<file path="config.mk">
export PLATFORM = sky130hd
export DESIGN_NAME = osm_cell
export DESIGN_NICKNAME = d
export VERILOG_FILES = /design/src/osm_pkg.sv /design/src/osm_cell.sv
export SDC_FILE = /design/constraint.sdc
export NUM_CORES = 1
export LEC_CHECK = 0
export ABC_AREA = 1
export BUFFER_PORTS_ARGS = -buffer_cell sky130_fd_sc_hd__buf_2
export CAP_MARGIN = 0
export CORE_MARGIN = 4
export CORE_UTILIZATION = 25
export CTS_BUF_LIST = sky130_fd_sc_hd__clkbuf_8
export DETAILED_ROUTE_END_ITERATION = 12
export HOLD_SLACK_MARGIN = 0.12
export PLACE_DENSITY = 0.54
export SYNTH_ARGS = -nofsm -noshare
export SYNTH_HDL_FRONTEND = slang
export SYNTH_SLANG_ARGS = --single-unit
</file>
<file path="constraint.sdc">
create_clock -name clk -period 4.9 [get_ports clk]
set_input_delay 0.98 -clock clk [delete_from_list [all_inputs] [get_ports clk]]
set_output_delay 0.98 -clock clk [all_outputs]
set_load 0.01 [all_outputs]
</file>
<file path="src/osm_pkg.sv">
// Shared types, constants and codes for the order statistic multiset.
// No dependencies; imported by every module of the block.
package osm_pkg;

  localparam int CAPACITY = 64;
  localparam int KEY_W    = 32;
  localparam int RANK_W   = 7;
  localparam int OUT_CNT_W = 7;
  localparam int CNT_W    = $clog2(CAPACITY + 1);
  localparam int IDX_W    = (CAPACITY > 1) ? $clog2(CAPACITY) : 1;
  localparam int ACT_W    = 3;
  localparam int STAT_W   = 2;
  localparam int IN_W     = 48;
  localparam int OUT_W    = 48;

  localparam logic [ACT_W-1:0] ACT_SELECT        = 3'd0;
  localparam logic [ACT_W-1:0] ACT_COUNT_LESS    = 3'd1;
  localparam logic [ACT_W-1:0] ACT_COUNT_AT_MOST = 3'd2;
  localparam logic [ACT_W-1:0] ACT_INSERT        = 3'd3;
  localparam logic [ACT_W-1:0] ACT_ERASE         = 3'd4;

  localparam logic [STAT_W-1:0] ST_OK       = 2'd0;
  localparam logic [STAT_W-1:0] ST_BAD_RANK = 2'd1;
  localparam logic [STAT_W-1:0] ST_FULL     = 2'd2;
  localparam logic [STAT_W-1:0] ST_ABSENT   = 2'd3;

  typedef struct packed {
    logic lt;
    logic le;
    logic eq;
    logic hit;
  } cell_flags_t;

  typedef struct packed {
    logic ins;
    logic del;
  } cell_upd_t;

endpackage

</file>
<file path="src/osm_cell.sv">
// One storage cell of the sorted key chain: holds a key and its occupied bit.
// Depends on osm_pkg; instantiated in a row by order_statistic_multiset_core.
module osm_cell
  import osm_pkg::*;
(
  input  logic                     clk,
  input  logic                     rst,
  input  logic [IDX_W-1:0]         idx,
  input  logic                     cmp_en,
  input  logic signed [KEY_W-1:0]  probe,
  input  logic [RANK_W-1:0]        rank,
  input  cell_upd_t                upd,
  input  logic signed [KEY_W-1:0]  ins_key,
  input  logic                     left_le,
  input  logic                     left_occ,
  input  logic signed [KEY_W-1:0]  left_key,
  input  logic                     right_occ,
  input  logic signed [KEY_W-1:0]  right_key,
  output logic signed [KEY_W-1:0]  key,
  output logic                     occ,
  output cell_flags_t              flags
);

  always_ff @(posedge clk) begin
    if (cmp_en) begin
      flags.lt  <= occ && (key < probe);
      flags.le  <= occ && (key <= probe);
      flags.eq  <= occ && (key == probe);
      flags.hit <= (32'(idx) + 32'd1) == 32'(rank);
    end
  end

  always_ff @(posedge clk) begin
    if (upd.ins && !flags.le) begin
      key <= left_le ? ins_key : left_key;
    end else if (upd.del && !flags.lt) begin
      key <= right_key;
    end
  end

  always_ff @(posedge clk) begin
    if (rst) begin
      occ <= 1'b0;
    end else if (upd.ins) begin
      occ <= occ || left_occ;
    end else if (upd.del && !flags.lt) begin
      occ <= right_occ;
    end
  end

endmodule

</file>
Yosys cells after proc, flatten, opt, wreduce, memory -nomap -nowiden

Cells that the tools add are included.

Register bits: 37
Latch bits: 0
Memory bits (writable): 0
Bits in read-only memories: 0
Input port bits: 149
Output and inout port bits: 37
Logic and storage cells: 26
Memories: 0

Add/subtract/negate cells: 1
Multiply operators: 0
Divide/modulo/power cells: 0
$lt $le $gt $ge: 2
Equality and inequality tests: 2
Shifts and indexed selects: 0
Muxes and demuxes: 5
Bitwise gates (word level): 0
Reduce and logical (&&, ||, !) cells: 10

Operators by type and width:

| operator            | number |
|---|---|
| $mux 32             | 3 |
| $eq 32x32->1        | 1 |
| $le 32x32->1        | 1 |
| $lt 32x32->1        | 1 |
| $add 6x1->7 const B | 1 |
| $eq 7x7->1          | 1 |
| $logic_and 1x1->1   | 5 |
| $reduce_bool 2->1   | 2 |
| $logic_not 1->1     | 2 |
| $mux 1              | 2 |
| $logic_or 1x1->1    | 1 |

Longest topological paths before layout

Depth in word-level cells: 4
Depth in mapped cells: 16
Mapped depth without buffers: 16

Worst setup path before layout

No wires, ideal clock.

Path kind: in2reg
Start point: input upd[1] (netlist bit)
End point: register key[0] (enable)
Library setup time: 0.389 ns
Arrival time: 2.137 ns
Required time: 4.511 ns
Slack: 2.373 ns
Stages: 5
Path buffers: 1
Cell sequence: inv_2 -> nor2_2 -> inv_2 -> clkbuf_1 -> nand2_1

Longest elaborated chain between the ends: 2

RTL lines:

| element                            | line           | source |
|---|---|---|
| start: declaration                 | osm_cell.sv:12 | `input cell_upd_t upd,` |
| $logic_and 1x1->1                  | osm_cell.sv:34 | `if (upd.ins && !flags.le) begin` |
| $reduce_bool 2->1 (no source line) | n/a            |  |
| end signal: assignment             | osm_cell.sv:35 | `key <= left_le ? ins_key : left_key;` |
| end signal: assignment             | osm_cell.sv:37 | `key <= right_key;` |
| end: declaration                   | osm_cell.sv:19 | `output logic signed [KEY_W-1:0] key,` |

No other way between the ends.
A chain may end at the register's enable or synchronous reset.

Final worst setup path

Same ends and word-level chain as after synthesis.

==> flow_summary.ini <==
[setup_path]
path_cells = buf_2, inv_2, nor2_2, buf_4, inv_2, nand2_1, buf_4
r2r_start = flags[2]$_DFFE_PP_
worstPathArrival_ps = 2390
cp.required_ps = 4830
slowest_delay_ps = 380
crit_type = input pin to flop
start_kind = input pin
end_kind = flop
critPathLaunch = upd[1]
timing.critical_path.fanout_max = 33
cp_slowest_cell = buf_4

[timing]
relSlewSlack = 0.2569
worst_pin_slew_ps = 1113
clock.fmax_mhz = 406.4
slew_viol_final = 0
finalSetupViolations = 0
hold_violations = 0
period_needed_ps = 2460
fin_hold_ws_ps = 675.4
period_share = 0.5021
grt_setup_unrepaired = false
final.setup_skew_ps = 7.636
timing.setup.tns_ps = 0

[status]
status = finished, final reports clean

[synth]
synthDistinctLibCells = 27
syn_area_per_cell_um2 = 7.904
syn_area_um2 = 2814
synth_adder_area_share = 0.1467
synth_compound_area_frac = 0.1534
synthCells = 356
synthMuxAreaShare = 0
synth_xor_area_frac = 0.03424
synth_fp_nets = 538
ys_ff_latch = 37
synth-simple-area-share = 0.1956
synth_top_family_by_area = simple AND/OR/NAND/NOR gates
ys_warn_count = 0
seq_area_frac_synth = 0.3913
async_flop_share = 0
synth_edf_count = 36
synth_ff_type = edfxtp_1

[clocking]
h-tree-depth = 2
cts_tree = done
cts_sinks = 37
clockBufferDepth = 2
clk_pin_slew_ps = 80
post_cts_buffers = 0
cts_root_buf = clkbuf_8
insertion_delay_ps = 280
numCtsBuffers = 5
ctsResizeCount = 0
hold_buffers = 0

[layout]
fin_nets = 721
area_growth_syn_to_layout_pct = 41.13
drive_gt1_frac = 0.3815
n_fill_cell = 1163
antenna_cells = 0

[detailed_routing]
dr.pass1.iters = 4
via_per_inst = 4.390
post-route-drc-count = 0
drtIter0Drc = 118
drt-total-wl_um = 9047
vias = 2985
wire_per_inst_um = 13.30
final_antenna_net_count = 0

[global_routing]
grt_pass1_vias = 3045
grt_overflow_total = 0
grt_pass1_wl_um = 14120
grt_use_total = 0.1350
antenna_found_initial = 0
grt_max_degree = 34

[power_and_ir_drop]
p_leak_uw = 0.002104
power.density_nw_per_um2 = 232.5
peakVddDrop_mv = 0.08183

[worst_hold_path]
holdCritStartpoint = occ$_SDFFE_PP0P_
worst_hold_path_type = flop to flop

[floorplan]
ios = 186
coreArea_um2 = 10940
num_rows = 38
dieHeight_um = 114.1
die_area_um2 = 13020
start_util = 0.2573
die_x_um = 114.1

[placed_design]
io_buffer_count = 185
place.gp.congestion = 0.8323
place_hpwl_um = 7383

[flow_run]
drv_cap = 0
-- cells in the mapped netlist (all sizes together) (2+ instances only) --
master / count / area, um2
nand2: 75 / 284.0
o21ai: 66 / 330.3
inv: 45 / 168.9
nor2: 44 / 170.2
edfxtp: 36 / 1081
ha: 33 / 412.9
a21oi: 14 / 70.07
clkbuf: 9 / 33.78
xnor2: 8 / 70.07
nand3: 7 / 40.04
buf: 3 / 15.01
nor4: 3 / 33.78
xor2: 3 / 26.28
nand4: 2 / 12.51
nor3: 2 / 10.01
o21a: 2 / 16.27
-- critical path, delay by kind of cell --
| kind | cells | cell delay, ps |
|---|---|---|
| buffers and inverters | 5 | 1180 |
| AND/OR/NAND/NOR | 2 | 200 |
-- path summary, 6_finish.rpt --
kind	endpoint	slack, ps	cells past startpoint
setup / recovery	key[0]$_DFFE_PP_	2440	7
setup reg to reg	key[0]$_DFFE_PP_	2770	5
hold / removal	flags[3]$_DFFE_PP_	680	2
hold reg to reg	flags[3]$_DFFE_PP_	680	2
-- layer usage --
metal	part of all wire	global-route usage	vias up
met5	0	0	-
met4	0.0083	0.02613	0
met3	0.093	0.04017	7
met2	0.48	0.2404	112
met1	0.42	0.1617	1312
li1	-	-	1554
-- flip-flops by register name, indices dropped and copies added, names as in the netlist --
signal	count
key	32
flags	4
occ	1
-- kinds of logic (layout without fill, tap and decap cells) --
logic type | count (synthesis) | count (layout)
adders and majority gates | 33 | 33
AOI/OAI and AO/OA | 84 | 84
xor gates and xnor gates | 11 | 11
buffers and inverters | 58 | 242
DFF | 37 | 37
and+or+nand+nor | 133 | 133
-- power by group --
part           internal [uW]  switching (uW)  total, uW
logic                    135             167        301
clock network           96.7             111        207
registers                393            21.5        415
-- placed cells by master, fill, tap and decap left out, types with 2 or more instances in the layout --
cell,instances
nand4_1,2
nor3_1,2
inv_1,41
xor2_1,3
o21ai_0,36
ha_1,33
clkbuf_8,5
clkinv_2,2
buf_2,185
a21oi_1,14
nor2_1,42
xnor2_1,8
inv_2,5
nand2_1,74
edfxtp_1,36
nor2_2,2
buf_4,3
nor4_1,2
nand3_1,6
o21ai_1,30
-- metrics by stage --
step                setup WS [ps]  power [uW]  std cells  area, um2    util
global placement             2126       723.1        672       3889  0.3556
finish                       2440       923.5        680       3971  0.3632
global route                 2261        1005        680       3971  0.3632
detailed placement           2100       729.4        672       3889  0.3556
floorplan                    2373       585.5        356       2814       -
CTS                          2410       944.3        680       3971  0.3632
-- final cells by class --
class                      instances  area [um2]  share of cell area
inverter                          46       172.7             0.04348
tap                              140       175.2             0.04411
multi-input combinational        261        1491              0.3756
timing repair buffer             188       948.4              0.2388
clock buffer                       5       68.82             0.01733
sequential                        37        1101              0.2773
clock inverter                     3       13.76            0.003466
Power figures use the tool's default switching activity.
